<file path="config.mk">
export PLATFORM = sky130hd
export DESIGN_NAME = go_back_n_link_controller_flat
export DESIGN_NICKNAME = d
export VERILOG_FILES = /design/src/rtl/gbn_pkg.sv /design/src/rtl/gbn_in_if.sv /design/src/rtl/gbn_out_if.sv /design/src/rtl/gbn_timer_unit.sv /design/src/rtl/go_back_n_link_controller.sv /design/src/flat_wrapper.sv
export SDC_FILE = /design/constraint.sdc
export NUM_CORES = 1
export LEC_CHECK = 0
export BUFFER_PORTS_ARGS = -buffer_cell sky130_fd_sc_hd__buf_2
export CAP_MARGIN = 20
export CORE_UTILIZATION = 55
export DETAILED_ROUTE_END_ITERATION = 8
export GPL_TIMING_DRIVEN = 1
export PLACE_DENSITY = 0.71
export SLEW_MARGIN = 20
export SYNTH_ARGS = -nofsm -noshare
export SYNTH_HDL_FRONTEND = slang
export SYNTH_SLANG_ARGS = --single-unit
</file>
<file path="constraint.sdc">
create_clock -name clk_i -period 7.4 [get_ports clk_i]
set_input_delay 0.74 -clock clk_i [delete_from_list [all_inputs] [get_ports clk_i]]
set_output_delay 0.74 -clock clk_i [all_outputs]
set_load 0.005 [all_outputs]
</file>
<file path="src/rtl/gbn_pkg.sv">
`timescale 1ns / 1ps

package gbn_pkg;

  localparam int unsigned SEQ_W   = 3;
  localparam int unsigned OP_W    = 2;
  localparam int unsigned KIND_W  = 2;
  localparam int unsigned TIMER_W = 20;

  localparam logic [TIMER_W-1:0] TIMER_MAX     = {TIMER_W{1'b1}};
  localparam logic [TIMER_W-1:0] TIMEOUT_RESET = TIMER_W'(800000);

  // operation codes of an input item
  localparam logic [OP_W-1:0] OP_FRAME = 2'd0;
  localparam logic [OP_W-1:0] OP_SEND  = 2'd1;
  localparam logic [OP_W-1:0] OP_TICK  = 2'd2;

  // kinds of result item
  localparam logic [KIND_W-1:0] KIND_TX      = 2'd0;
  localparam logic [KIND_W-1:0] KIND_DELIVER = 2'd1;
  localparam logic [KIND_W-1:0] KIND_REFUSED = 2'd2;

  typedef enum logic [1:0] {
    TMR_NONE,
    TMR_CLEAR,
    TMR_AGE
  } tmr_cmd_e;

  typedef struct packed {
    tmr_cmd_e         cmd;
    logic [SEQ_W-1:0] idx;
  } tmr_req_t;

endpackage

</file>
<file path="src/rtl/gbn_in_if.sv">
`timescale 1ns / 1ps

interface gbn_in_if #(
  parameter int unsigned PAYLOAD_BITS = 16
);
  logic                    valid;
  logic                    ready;
  logic [1:0]              operation;
  logic [2:0]              rx_seq;
  logic [2:0]              rx_ack;
  logic [PAYLOAD_BITS-1:0] payload;

  modport source (output valid, operation, rx_seq, rx_ack, payload, input ready);
  modport sink   (input valid, operation, rx_seq, rx_ack, payload, output ready);
endinterface

</file>
<file path="src/rtl/gbn_out_if.sv">
`timescale 1ns / 1ps

interface gbn_out_if #(
  parameter int unsigned PAYLOAD_BITS = 16
);
  logic                    valid;
  logic                    ready;
  logic [1:0]              kind;
  logic [2:0]              tx_seq;
  logic [2:0]              tx_ack;
  logic [PAYLOAD_BITS-1:0] out_payload;
  logic                    last;

  modport source (output valid, kind, tx_seq, tx_ack, out_payload, last, input ready);
  modport sink   (input valid, kind, tx_seq, tx_ack, out_payload, last, output ready);
endinterface

</file>
<file path="src/rtl/gbn_timer_unit.sv">
`timescale 1ns / 1ps

module gbn_timer_unit #(
  parameter int unsigned N_SLOTS = 5
) (
  input  logic                          clk_i,
  input  logic                          rst_ni,
  input  gbn_pkg::tmr_req_t             req_i,
  input  logic [gbn_pkg::TIMER_W-1:0]   timeout_i,
  output logic                          hit_o
);
  import gbn_pkg::*;

  localparam int unsigned IDX_W = (N_SLOTS > 1) ? $clog2(N_SLOTS) : 1;

  logic [TIMER_W-1:0] timer_q [N_SLOTS];
  logic [IDX_W-1:0]   idx;
  logic [TIMER_W-1:0] cur;
  logic [TIMER_W-1:0] nxt;

  // one saturating incrementer and one compare, shared by every slot
  assign idx   = req_i.idx[IDX_W-1:0];
  assign cur   = timer_q[idx];
  assign nxt   = (cur == TIMER_MAX) ? cur : cur + 1'b1;
  assign hit_o = (nxt >= timeout_i);

  always_ff @(posedge clk_i or negedge rst_ni) begin
    if (!rst_ni) begin
      for (int k = 0; k < N_SLOTS; k++) begin
        timer_q[k] <= '0;
      end
    end else begin
      unique case (req_i.cmd)
        TMR_CLEAR: timer_q[idx] <= '0;
        TMR_AGE:   timer_q[idx] <= nxt;
        default: ;
      endcase
    end
  end

endmodule

</file>
<file path="src/rtl/go_back_n_link_controller.sv">
`timescale 1ns / 1ps

// go-back-n link endpoint with piggybacked acks
// in_i carries items from the link (frame arrived), the application (payload
// to send) and a tick source; out_o carries transmit, deliver and refused
// results, with last set on the final result caused by an item.
// cfg_we_i/cfg_data_i write the timeout in ticks; write only while idle.
// a frame item is taken into a pending register, and its deliver result, if
// any, moves to the output register once that is free; a send item likewise
// gives one result. a tick walks the outstanding frames through the single
// shared timer incrementer, one frame a cycle, then on expiry resends them
// oldest first, each by a payload store read, then an output load.
// ready is low while an item is in work; one output register lets the
// sequencer finish while the receiver holds a result. a stalled receiver
// holds the sequencer at the next result, it never drops or repeats one.
// reset clears sequence state, counts and all timers, and sets the timeout
// to 800000 ticks; the payload store is not cleared and holds no meaning
// until a frame is sent.
module go_back_n_link_controller #(
  parameter int unsigned WINDOW       = 4,
  parameter int unsigned PAYLOAD_BITS = 16
) (
  input  logic                         clk_i,
  input  logic                         rst_ni,
  gbn_in_if.sink                       in_i,
  gbn_out_if.source                    out_o,
  input  logic                         cfg_we_i,
  input  logic [gbn_pkg::TIMER_W-1:0]  cfg_data_i
);
  import gbn_pkg::*;

  localparam int unsigned SEQ_MOD = WINDOW + 1;
  localparam int unsigned IDX_W   = (SEQ_MOD > 1) ? $clog2(SEQ_MOD) : 1;
  localparam logic [SEQ_W-1:0] WIN_SEQ = SEQ_W'(WINDOW);
  localparam logic [SEQ_W:0]   MOD_EXT = (SEQ_W + 1)'(SEQ_MOD);

  typedef enum logic [2:0] {
    S_IDLE,
    S_EMIT,
    S_TICK,
    S_READ,
    S_SEND
  } state_e;

  state_e                  state_q;
  logic [SEQ_W-1:0]        next_q, expected_q, oldest_q, count_q, walk_q;
  logic [TIMER_W-1:0]      timeout_q;
  logic                    expired_q;

  logic [KIND_W-1:0]       pend_kind_q;
  logic [SEQ_W-1:0]        pend_seq_q, pend_ack_q;
  logic [PAYLOAD_BITS-1:0] pend_pay_q;

  logic                    out_valid_q, out_last_q;
  logic [KIND_W-1:0]       out_kind_q;
  logic [SEQ_W-1:0]        out_seq_q, out_ack_q;
  logic [PAYLOAD_BITS-1:0] out_pay_q;

  logic [PAYLOAD_BITS-1:0] pay_mem [SEQ_MOD];
  logic [PAYLOAD_BITS-1:0] rd_q;

  logic                    in_acc, out_free, can_send, mem_we, walk_last, hit, retire;
  logic                    out_load;
  logic [SEQ_W-1:0]        ack_val, next_inc, expected_inc, walk_seq, new_count;
  logic [SEQ_W:0]          diff, old_sum, walk_sum;
  tmr_req_t                tmr_req;

  assign in_i.ready = (state_q == S_IDLE);
  assign in_acc     = in_i.valid && in_i.ready;
  assign out_free   = !out_valid_q || out_o.ready;
  assign out_load   = out_free && ((state_q == S_EMIT) || (state_q == S_SEND));
  assign can_send   = (count_q < WIN_SEQ);
  assign mem_we     = in_acc && (in_i.operation == OP_SEND) && can_send;

  assign ack_val      = (expected_q == '0) ? WIN_SEQ : expected_q - 1'b1;
  assign next_inc     = (next_q == WIN_SEQ) ? '0 : next_q + 1'b1;
  assign expected_inc = (expected_q == WIN_SEQ) ? '0 : expected_q + 1'b1;

  // cumulative ack: distance from the oldest frame, modulo window plus one
  always_comb begin
    if (in_i.rx_ack >= oldest_q) begin
      diff = {1'b0, in_i.rx_ack} - {1'b0, oldest_q};
    end else begin
      diff = {1'b0, in_i.rx_ack} + MOD_EXT - {1'b0, oldest_q};
    end
    old_sum = {1'b0, oldest_q} + diff + 1'b1;
    if (old_sum >= MOD_EXT) begin
      old_sum = old_sum - MOD_EXT;
    end
    walk_sum = {1'b0, oldest_q} + {1'b0, walk_q};
    if (walk_sum >= MOD_EXT) begin
      walk_sum = walk_sum - MOD_EXT;
    end
  end

  assign retire    = (in_i.rx_ack <= WIN_SEQ) && (diff < {1'b0, count_q});
  assign new_count = count_q - diff[SEQ_W-1:0] - 1'b1;
  assign walk_seq  = walk_sum[SEQ_W-1:0];
  assign walk_last = (walk_q == count_q - 1'b1);

  always_comb begin
    tmr_req.cmd = TMR_NONE;
    tmr_req.idx = walk_seq;
    if (mem_we) begin
      tmr_req.cmd = TMR_CLEAR;
      tmr_req.idx = next_q;
    end else if (state_q == S_TICK) begin
      tmr_req.cmd = TMR_AGE;
    end else if ((state_q == S_SEND) && out_free) begin
      tmr_req.cmd = TMR_CLEAR;
    end
  end

  gbn_timer_unit #(
    .N_SLOTS (SEQ_MOD)
  ) u_timer (
    .clk_i     (clk_i),
    .rst_ni    (rst_ni),
    .req_i     (tmr_req),
    .timeout_i (timeout_q),
    .hit_o     (hit)
  );

  // payload store, registered read at the walk position
  always_ff @(posedge clk_i) begin
    if (mem_we) begin
      pay_mem[next_q[IDX_W-1:0]] <= in_i.payload;
    end
    rd_q <= pay_mem[walk_seq[IDX_W-1:0]];
  end

  always_ff @(posedge clk_i or negedge rst_ni) begin
    if (!rst_ni) begin
      state_q     <= S_IDLE;
      next_q      <= '0;
      expected_q  <= '0;
      oldest_q    <= '0;
      count_q     <= '0;
      walk_q      <= '0;
      timeout_q   <= TIMEOUT_RESET;
      expired_q   <= 1'b0;
      pend_kind_q <= KIND_TX;
      pend_seq_q  <= '0;
      pend_ack_q  <= '0;
      pend_pay_q  <= '0;
      out_valid_q <= 1'b0;
      out_last_q  <= 1'b0;
      out_kind_q  <= KIND_TX;
      out_seq_q   <= '0;
      out_ack_q   <= '0;
      out_pay_q   <= '0;
    end else begin
      if (cfg_we_i) begin
        timeout_q <= cfg_data_i;
      end
      if (out_load) begin
        out_valid_q <= 1'b1;
      end else if (out_valid_q && out_o.ready) begin
        out_valid_q <= 1'b0;
      end
      unique case (state_q)
        S_IDLE: begin
          if (in_acc) begin
            unique case (in_i.operation)
              OP_FRAME: begin
                if (in_i.rx_seq == expected_q) begin
                  pend_kind_q <= KIND_DELIVER;
                  pend_seq_q  <= '0;
                  pend_ack_q  <= '0;
                  pend_pay_q  <= in_i.payload;
                  expected_q  <= expected_inc;
                  state_q     <= S_EMIT;
                end
                if (retire) begin
                  oldest_q <= old_sum[SEQ_W-1:0];
                  count_q  <= new_count;
                end
              end
              OP_SEND: begin
                if (can_send) begin
                  pend_kind_q <= KIND_TX;
                  pend_seq_q  <= next_q;
                  pend_ack_q  <= ack_val;
                  pend_pay_q  <= in_i.payload;
                  next_q      <= next_inc;
                  count_q     <= count_q + 1'b1;
                end else begin
                  pend_kind_q <= KIND_REFUSED;
                  pend_seq_q  <= '0;
                  pend_ack_q  <= '0;
                  pend_pay_q  <= '0;
                end
                state_q <= S_EMIT;
              end
              OP_TICK: begin
                if (count_q != '0) begin
                  walk_q    <= '0;
                  expired_q <= 1'b0;
                  state_q   <= S_TICK;
                end
              end
              default: ;
            endcase
          end
        end
        S_EMIT: begin
          if (out_free) begin
            out_kind_q  <= pend_kind_q;
            out_seq_q   <= pend_seq_q;
            out_ack_q   <= pend_ack_q;
            out_pay_q   <= pend_pay_q;
            out_last_q  <= 1'b1;
            state_q     <= S_IDLE;
          end
        end
        S_TICK: begin
          expired_q <= expired_q | hit;
          if (walk_last) begin
            walk_q  <= '0;
            state_q <= (expired_q || hit) ? S_READ : S_IDLE;
          end else begin
            walk_q <= walk_q + 1'b1;
          end
        end
        S_READ: begin
          state_q <= S_SEND;
        end
        S_SEND: begin
          if (out_free) begin
            out_kind_q  <= KIND_TX;
            out_seq_q   <= walk_seq;
            out_ack_q   <= ack_val;
            out_pay_q   <= rd_q;
            out_last_q  <= walk_last;
            if (walk_last) begin
              state_q <= S_IDLE;
            end else begin
              walk_q  <= walk_q + 1'b1;
              state_q <= S_READ;
            end
          end
        end
        default: state_q <= S_IDLE;
      endcase
    end
  end

  assign out_o.valid       = out_valid_q;
  assign out_o.kind        = out_kind_q;
  assign out_o.tx_seq      = out_seq_q;
  assign out_o.tx_ack      = out_ack_q;
  assign out_o.out_payload = out_pay_q;
  assign out_o.last        = out_last_q;

`ifndef SYNTHESIS
  a_count_in_window: assert property (@(posedge clk_i) disable iff (!rst_ni)
    count_q <= WIN_SEQ)
    else $error("outstanding count beyond window");

  a_seq_consistent: assert property (@(posedge clk_i) disable iff (!rst_ni)
    ((({1'b0, oldest_q} + {1'b0, count_q}) >= MOD_EXT) ?
      (({1'b0, oldest_q} + {1'b0, count_q} - MOD_EXT) == {1'b0, next_q}) :
      (({1'b0, oldest_q} + {1'b0, count_q}) == {1'b0, next_q})))
    else $error("oldest plus outstanding does not match next sequence");

  a_walk_in_range: assert property (@(posedge clk_i) disable iff (!rst_ni)
    (state_q == S_TICK || state_q == S_READ || state_q == S_SEND) |->
      (count_q != '0 && walk_q < count_q))
    else $error("walk index outside outstanding frames");

  a_resend_after_expiry: assert property (@(posedge clk_i) disable iff (!rst_ni)
    (state_q == S_TICK && walk_last && !expired_q && !hit) |=> state_q == S_IDLE)
    else $error("resend started without an expired timer");
`endif

endmodule

</file>
<file path="src/flat_wrapper.sv">
// flat-port wrapper written by rule: the top's interface ports become plain ports
module go_back_n_link_controller_flat import gbn_pkg::*;
#(
  parameter int unsigned WINDOW       = 4,
  parameter int unsigned PAYLOAD_BITS = 16
)
  (clk_i, rst_ni, cfg_we_i, cfg_data_i, in_i_valid, in_i_operation, in_i_rx_seq, in_i_rx_ack, in_i_payload, in_i_ready, out_o_valid, out_o_kind, out_o_tx_seq, out_o_tx_ack, out_o_out_payload, out_o_last, out_o_ready);
  gbn_in_if #(.PAYLOAD_BITS(PAYLOAD_BITS)) in_i_i ();
  gbn_out_if #(.PAYLOAD_BITS(PAYLOAD_BITS)) out_o_i ();
  input  logic clk_i;
  input  logic rst_ni;
  input  logic cfg_we_i;
  input  logic [gbn_pkg::TIMER_W-1:0] cfg_data_i;
  input wire logic [$bits(in_i_i.valid)-1:0] in_i_valid;
  input wire logic [$bits(in_i_i.operation)-1:0] in_i_operation;
  input wire logic [$bits(in_i_i.rx_seq)-1:0] in_i_rx_seq;
  input wire logic [$bits(in_i_i.rx_ack)-1:0] in_i_rx_ack;
  input wire logic [$bits(in_i_i.payload)-1:0] in_i_payload;
  output wire logic [$bits(in_i_i.ready)-1:0] in_i_ready;
  output wire logic [$bits(out_o_i.valid)-1:0] out_o_valid;
  output wire logic [$bits(out_o_i.kind)-1:0] out_o_kind;
  output wire logic [$bits(out_o_i.tx_seq)-1:0] out_o_tx_seq;
  output wire logic [$bits(out_o_i.tx_ack)-1:0] out_o_tx_ack;
  output wire logic [$bits(out_o_i.out_payload)-1:0] out_o_out_payload;
  output wire logic [$bits(out_o_i.last)-1:0] out_o_last;
  input wire logic [$bits(out_o_i.ready)-1:0] out_o_ready;
  assign in_i_i.valid = in_i_valid;
  assign in_i_i.operation = in_i_operation;
  assign in_i_i.rx_seq = in_i_rx_seq;
  assign in_i_i.rx_ack = in_i_rx_ack;
  assign in_i_i.payload = in_i_payload;
  assign in_i_ready = in_i_i.ready;
  assign out_o_valid = out_o_i.valid;
  assign out_o_kind = out_o_i.kind;
  assign out_o_tx_seq = out_o_i.tx_seq;
  assign out_o_tx_ack = out_o_i.tx_ack;
  assign out_o_out_payload = out_o_i.out_payload;
  assign out_o_last = out_o_i.last;
  assign out_o_i.ready = out_o_ready;
  go_back_n_link_controller #(.WINDOW(WINDOW), .PAYLOAD_BITS(PAYLOAD_BITS)) u_core (.clk_i(clk_i), .rst_ni(rst_ni), .in_i(in_i_i), .out_o(out_o_i), .cfg_we_i(cfg_we_i), .cfg_data_i(cfg_data_i));
endmodule
</file>
# After elaboration in Yosys (flattened, before gate mapping)
# Memories as Yosys holds them, arrays and structs flattened. A register that Yosys moved wholly into a read port is not among the register bits.
# Cells that the tools add are included.
dict set report word_totals {
  elab_cells 183
  regBits 189
  in_bits 49
  out_inout_bits 27
  memories 1
  romBits 0
  ram_bits 80
  latchBits 0
}
# memory words word_bits rd rd_ports_with_merged_regs wr line
set memory_table {}
lappend memory_table {u_core.pay_mem 5 16 1 1 1 go_back_n_link_controller.sv:59} ;# logic [PAYLOAD_BITS-1:0] pay_mem [SEQ_MOD];
dict set report classes {
  n_mux 72
  add_sub_neg 17
  bitwise 4
  reduce_logical 31
  n_lt_le_gt_ge 9
  shifts 0
  div_mod_pow 0
  multipliers 0
  n_eq_ne 26
}
# op n
set op_table {}
lappend op_table {{100-bit one-hot mux with 2 select lines} 1}
lappend op_table {{100-bit bitwise AND} 1}
lappend op_table {{100-bit bitwise mux} 1}
lappend op_table {{100-bit NOT} 1}
lappend op_table {{3-bit two-way mux} 27}
lappend op_table {{20-bit two-way mux} 4}
lappend op_table {{16-bit two-way mux} 4}
lappend op_table {{16-bit one-hot mux with 2 select lines} 2}
lappend op_table {{20-bit binary-select mux with 3-bit select} 1}
lappend op_table {{20-bit demux with 3-bit select} 1}
lappend op_table {{3-bit one-hot mux with 2 select lines} 5}
lappend op_table {{20-bit by 1-bit adder with 20-bit output, second input constant} 1}
lappend op_table {{20-bit == test, second input constant} 1}
lappend op_table {{20-bit greater-or-equal comparator} 1}
lappend op_table {{4-bit AND reduction} 5}
lappend op_table {{3-bit one-hot mux with 3 select lines} 2}
lappend op_table {{2-bit two-way mux} 8}
lappend op_table {{3-bit one-hot mux with 5 select lines} 1}
lappend op_table {{3-bit by 1-bit adder with 3-bit output, second input constant} 4}
lappend op_table {{2-bit by 1-bit inequality test with 1-bit output, second input constant} 6}
lappend op_table {{1-bit two-way mux} 10}
lappend op_table {{2-bit nonzero test} 5}
lappend op_table {{3-bit == test, second input constant} 3}
lappend op_table {{3-bit by 1-bit subtractor with 3-bit output, second input constant} 3}
lappend op_table {{other kinds (38)} 61}

# Depth between registers and ports, before layout
dict set report depth {
  ltp_word 16
  depth_mapped 29
  ltp_nobuf 27
}

# Cells and area by module
# A second synthesis with hierarchy kept.
dict set report hier_totals {
  hier_cells 1278
  hier_area_um2 14455.1
}
# mod cells_per_inst area_each_um2 seq_area_each_um2 instances
set by_module_without_submodules {}
lappend by_module_without_submodules {go_back_n_link_controller 697 8610.8 4957.3 1}
lappend by_module_without_submodules {gbn_timer_unit 581 5844.4 2502.4 1}

# Worst setup path after synthesis
# Ideal clock, no wire load.
dict set report synth_path {
  path_kind {flip-flop to flip-flop}
  from {register u_core.walk_q[0]}
  to {register u_core.state_q[0]}
  path_buffers 2
  required_time_ns 7.246
  setup_slack_ns 0.935
  path_stages_with_launch 30
  arrival_ns 6.311
  path_cell_list {dfrtp_1 > ha_1 > fa_1 > inv_1 > ha_1 > nand2b_1 > a221oi_4 > mux2_1 > buf_4 > o32a_1 > buf_2 > a21oi_1 > a221o_1 > ha_1 > and3_1 > nand4_4 > or2_4 > xnor2_2 > ha_1 > nand2b_1 > a21o_1 > a21o_1 > a21o_1 > a21o_1 > a21o_1 > a211oi_1 > o31ai_1 > a21oi_1 > a21o_1 > o311ai_0}
}
dict set report synth_via {
  elab_chain_cells 15
  elab_cells_between_ends 22
  classes_between {add/sub: 3; order compare: 2; eq/ne: 3; mux: 11; bitwise: 1; reduce/logical: 2}
}
# element line
set synth_lines {}
lappend synth_lines {{start: declaration} go_back_n_link_controller.sv:46} ;# logic [SEQ_W-1:0] next_q, expected_q, oldest_q, count_q, walk_q;
lappend synth_lines {{start signal: assignment} go_back_n_link_controller.sv:222} ;# walk_q <= walk_q + 1'b1;
lappend synth_lines {{start signal: assignment} go_back_n_link_controller.sv:238} ;# walk_q <= walk_q + 1'b1;
lappend synth_lines {{3-bit by 3-bit adder with 4-bit output} go_back_n_link_controller.sv:90} ;# walk_sum = {1'b0, oldest_q} + {1'b0, walk_q};
lappend synth_lines {{4-bit by 3-bit greater-or-equal comparator with 1-bit output / 3-bit subtractor (equally long branches)} {go_back_n_link_controller.sv:91, go_back_n_link_controller.sv:92}}
lappend synth_lines {{3-bit two-way mux} go_back_n_link_controller.sv:91} ;# if (walk_sum >= MOD_EXT) begin
lappend synth_lines {{3-bit two-way mux} go_back_n_link_controller.sv:104} ;# if (mem_we) begin
lappend synth_lines {{3-bit NOT with 4-bit output (implied by the code)} gbn_timer_unit.sv:23} ;# assign cur = timer_q[idx];
lappend synth_lines {{20-bit binary-select mux with 3-bit select} gbn_timer_unit.sv:23}
lappend synth_lines {{20-bit two-way mux (implied by the code) (2 in series)} gbn_timer_unit.sv:23}
lappend synth_lines {{20-bit by 1-bit adder with 20-bit output / 20-bit == test (equally long branches)} gbn_timer_unit.sv:24} ;# assign nxt = (cur == TIMER_MAX) ? cur : cur + 1'b1;
lappend synth_lines {{20-bit two-way mux} gbn_timer_unit.sv:24}
lappend synth_lines {{20-bit greater-or-equal comparator} gbn_timer_unit.sv:25} ;# assign hit_o = (nxt >= timeout_i);
lappend synth_lines {{1-bit logical OR} go_back_n_link_controller.sv:220} ;# state_q <= (expired_q || hit) ? S_READ : S_IDLE;
lappend synth_lines {{2-bit two-way mux} go_back_n_link_controller.sv:220}
lappend synth_lines {{3-bit two-way mux} go_back_n_link_controller.sv:218} ;# if (walk_last) begin
lappend synth_lines {{3-bit one-hot mux with 5 select lines} go_back_n_link_controller.sv:161} ;# unique case (state_q)
lappend synth_lines {{end signal: assignment} go_back_n_link_controller.sv:220}
lappend synth_lines {{end: declaration} go_back_n_link_controller.sv:45} ;# state_e state_q;
# Several ways; a longest one is shown, not always the timed one. The select of a mux whose other input is x is not followed.
# A chain may end at the register's enable or synchronous reset.

# Final worst setup path
# Same ends and word-level chain as after synthesis.

==> results by group <==
STA
  • Final-report hold violation count: 0
  • Tcrit/Tclk final: 0.956
  • Max frequency: roughly 0.14 GHz
  • Actual slew at the worst max-slew pin: between 1 and 1.5 ns
  • Final TNS setup: 0 ns
  • Clock skew: roughly 0.015 ns
  • Final Max Tran Viols: 0
  • RSZ-0062 raised after global routing: no
  • Slew HR: 0.231
  • Final min period: between 7 and 8 ns
  • # setup viols final: 0

Cells and area
  • Fillers: about 1.9k
  • Nets: 1391
  • Layout overhead on the synthesized area: 13.6%
  • Layout cells sized above 1: 0.202
  • Fin util: 0.638
  • Sequential Area: 7460 um^2
  • Multi-input gate area: around 5800 um^2
  • Inserted Diodes: 0

Global route
  • Global route overflow: 0
  • GRT Util Overall: 0.270
  • Vias in the first global route: a little under 10k
  • First-pass GRT wire length: roughly 54000 um
  • Pin count of the biggest net entering global routing: between 100 and 150
  • Initial antenna violation count: 0

Floorplanning
  • Cell Rows: between 50 and 60
  • Die Area: 25500 um^2
  • Initial Utilization: 0.562
  • Die width: about 160 um
  • IO Pins: 76
  • Core ar.: about 24000 um^2
  • Die span in y: about 160 um

Placement
  • IO buf count: 75
  • Post-DP HPWL: 22100 um
  • Gp weighted congestion: ~0.92

Logic synthesis
  • Leading area contributor after synthesis: dfrtp_1
  • Synth cell types: just under 90
  • Post-Syn Area per Cell: roughly 11 um^2
  • Cell area after synthesis: around 14000 um^2
  • Yosys warning count: 0
  • Top FF cell, synth: dfrtp_1
  • Number of synthesized flops with an enable pin: 80
  • Synth area leaders: dfrtp_1 34%, edfxtp_1 18%, nand2_1 4.9%, ha_1 4.6%, a22o_1 4.2%
  • FF+latch count, synth: between 200 and 300
  • Mapped Cells: 1208
  • Syn nets: between 1k and 1.5k
  • Sequential fraction of the synthesis area: 0.546
  • Synth top area share: 0.335
  • FFs w/ async S/R, synth: 0.663

Route
  • WL/cell: a little over 20 um
  • Via Count: approximately 10k
  • Routed WL: 33400 um
  • Remaining antenna violation count: 0
  • TritonRoute pass-1 iters: 6
  • Initial DRC Count: between 900 and 1k
  • Via density: 6.11
  • DRC Markers: 0

Clock network
  • CTS root buf: clkbuf_16
  • CTS tree: built
  • Worst-path clk slew: about 0.060 ns
  • Clk sinks: between 200 and 300
  • Num CTS Buffers: 30
  • Clk_lat worst skew: 0.56 ns
  • CTS Buffer Depth: 3
  • Hold-fix buffers, CTS: 0
  • H-tree levels: 1

Setup path
  • Worst R2R Path Depth: 28
  • Crit Path Max Fanout: 13
  • Crit path top cell by count: a21o_1
  • Worst path slowest cell: fa_1
  • WP data arrival: 7.46 ns
  • Max incr delay on CP: 0.67 ns
  • Critical Path End Type: flop
  • Path type of the worst setup path: reg2reg
  • CP required: 7.79 ns
  • CP Launch Type: flop

Min path
  • Class of the worst hold path: in2async

Flow run
  • Max_cap viols: 0

Outcome
  • Run status: completed
## routing by layer
layer	global-route usage	vias up	part of all wire	wire length, um
li1	-	4547	-	-
met1	0.391	4954	0.44	14800
met2	0.419	424	0.46	15300
met3	0.0495	57	0.080	2660
met4	0.0730	0	0.021	703
met5	0	-	0	0
## logic make-up (layout without fill, tap and decap cells)
group / count (synthesis) / after routing / synth area share
and+or+nand+nor: 348 / 348 / 0.118
adders and majority gates: 56 / 56 / 0.0546
muxes: 53 / 53 / 0.0567
buffers and inverters: 115 / 217 / 0.0341
AOI/OAI and AO/OA: 328 / 328 / 0.170
DFF: 285 / 285 / 0.546
xor gates and xnor gates: 23 / 23 / 0.0202
## flip-flops by register name (all words and copies together) (netlist names), 3 cells and up
name / cells
u_core.u_timer.timer_q: 100
u_core.pay_mem: 80
u_core.timeout_q: 20
u_core.out_o.out_payload: 16
u_core.pend_pay_q: 16
u_core.rd_q: 16
u_core.count_q: 3
u_core.expected_q: 3
u_core.next_q: 3
u_core.oldest_q: 3
u_core.out_o.tx_ack: 3
u_core.out_o.tx_seq: 3
u_core.pend_ack_q: 3
u_core.pend_seq_q: 3
u_core.state_q: 3
u_core.walk_q: 3
## Yosys cell counts, types with 3 or more instances
cell / n
dfrtp_1: 183
nand2_1: 178
o21ai_0: 100
edfxtp_1: 80
a22o_1: 66
inv_1: 53
nor2_1: 51
ha_1: 50
clkbuf_1: 45
a21oi_1: 34
nand3_1: 34
mux2_2: 28
and3_1: 22
a31oi_1: 20
dfxtp_1: 16
mux4_2: 16
nor3_1: 16
o21ai_1: 16
a21o_1: 13
nand2b_1: 10
o31a_1: 10
buf_2: 9
xnor2_1: 9
a211o_1: 8
nor2b_1: 7
o22ai_1: 7
dfstp_2: 6
fa_1: 6
mux2i_1: 6
o221ai_1: 6
xor2_2: 6
nand4_1: 5
o21ai_2: 5
buf_4: 4
o211ai_1: 4
xnor2_2: 4
xor2_1: 4
a32o_1: 3
buf_1: 3
nor2_2: 3
o21a_1: 3
o31ai_1: 3
## final timing paths
path                                        from                           end  slack (ns)
worst max register to register  u_core.walk_q[0]             u_core.state_q[0]        0.33
worst max-delay path            u_core.walk_q[0]             u_core.state_q[0]        0.33
max in group asynchronous                 rst_ni          u_core.timeout_q[14]        5.82
worst min-delay path                      rst_ni   u_core.out_o.out_payload[9]        0.30
min in group clk_i                 cfg_data_i[2]           u_core.timeout_q[2]        0.40
worst min register to register   u_core.rd_q[13]  u_core.out_o.out_payload[13]        0.44
## through the flow
stage / instances / cell area (um^2) / hold WS [ns] / worst slack [ns]
2_1_floorplan: 1208 / 13700 / 0.429 / 0.935
3_3_place_gp: 1576 / 14400 / 0.436 / 0.381
3_5_place_dp: 1576 / 14400 / 0.438 / 0.187
4_1_cts: 1632 / 15500 / 0.334 / 0.172
5_1_grt: 1634 / 15500 / 0.374 / 0.0195
6_report: 1634 / 15500 / 0.300 / 0.329
## cells in the final DEF, fill, tap and decap left out, types with 32 or more instances in the layout
cell type  Yosys  final
inv_1         53     53
ha_1          50     50
a21oi_1       34     34
nor2_1        51     48
edfxtp_1      80     80
buf_2          9     74
a22o_1        66     66
o21ai_0      100    100
buf_4          4     32
nand3_1       34     34
dfrtp_1      183    183
nand2_1      178    177
## critical path, delay by kind of cell (launching register included)
family,cells,cell delay [ns]
and+or+nand+nor,4,0.78
xor gates and xnor gates,1,0.36
adders and majority gates,5,1.68
AOI/OAI and AO/OA,12,2.17
DFF,1,0.43
muxes,2,0.71
buffers and inverters,4,0.76
## repair_timing
| item | CTS | global route |
|---|---|---|
| setup endpoints to repair | 0 | 3 |
| endpoints found under the hold margin | 0 | 0 |
| buffers inserted | 0 | 2 |
| resized for setup | 0 | 10 |
## layout make-up
| class | instances | area share |
|---|---|---|
| inverter | 53 | 0.0128 |
| clock buffer | 41 | 0.0543 |
| tap | 324 | 0.0261 |
| multi-input combinational | 808 | 0.374 |
| clock inverter | 15 | 0.0114 |
| sequential | 285 | 0.481 |
| timing repair buffer | 108 | 0.0409 |
Power is left out: the tool's default activity adds up to more than one toggle a clock period on the data nets, which glitch-free logic cannot reach.
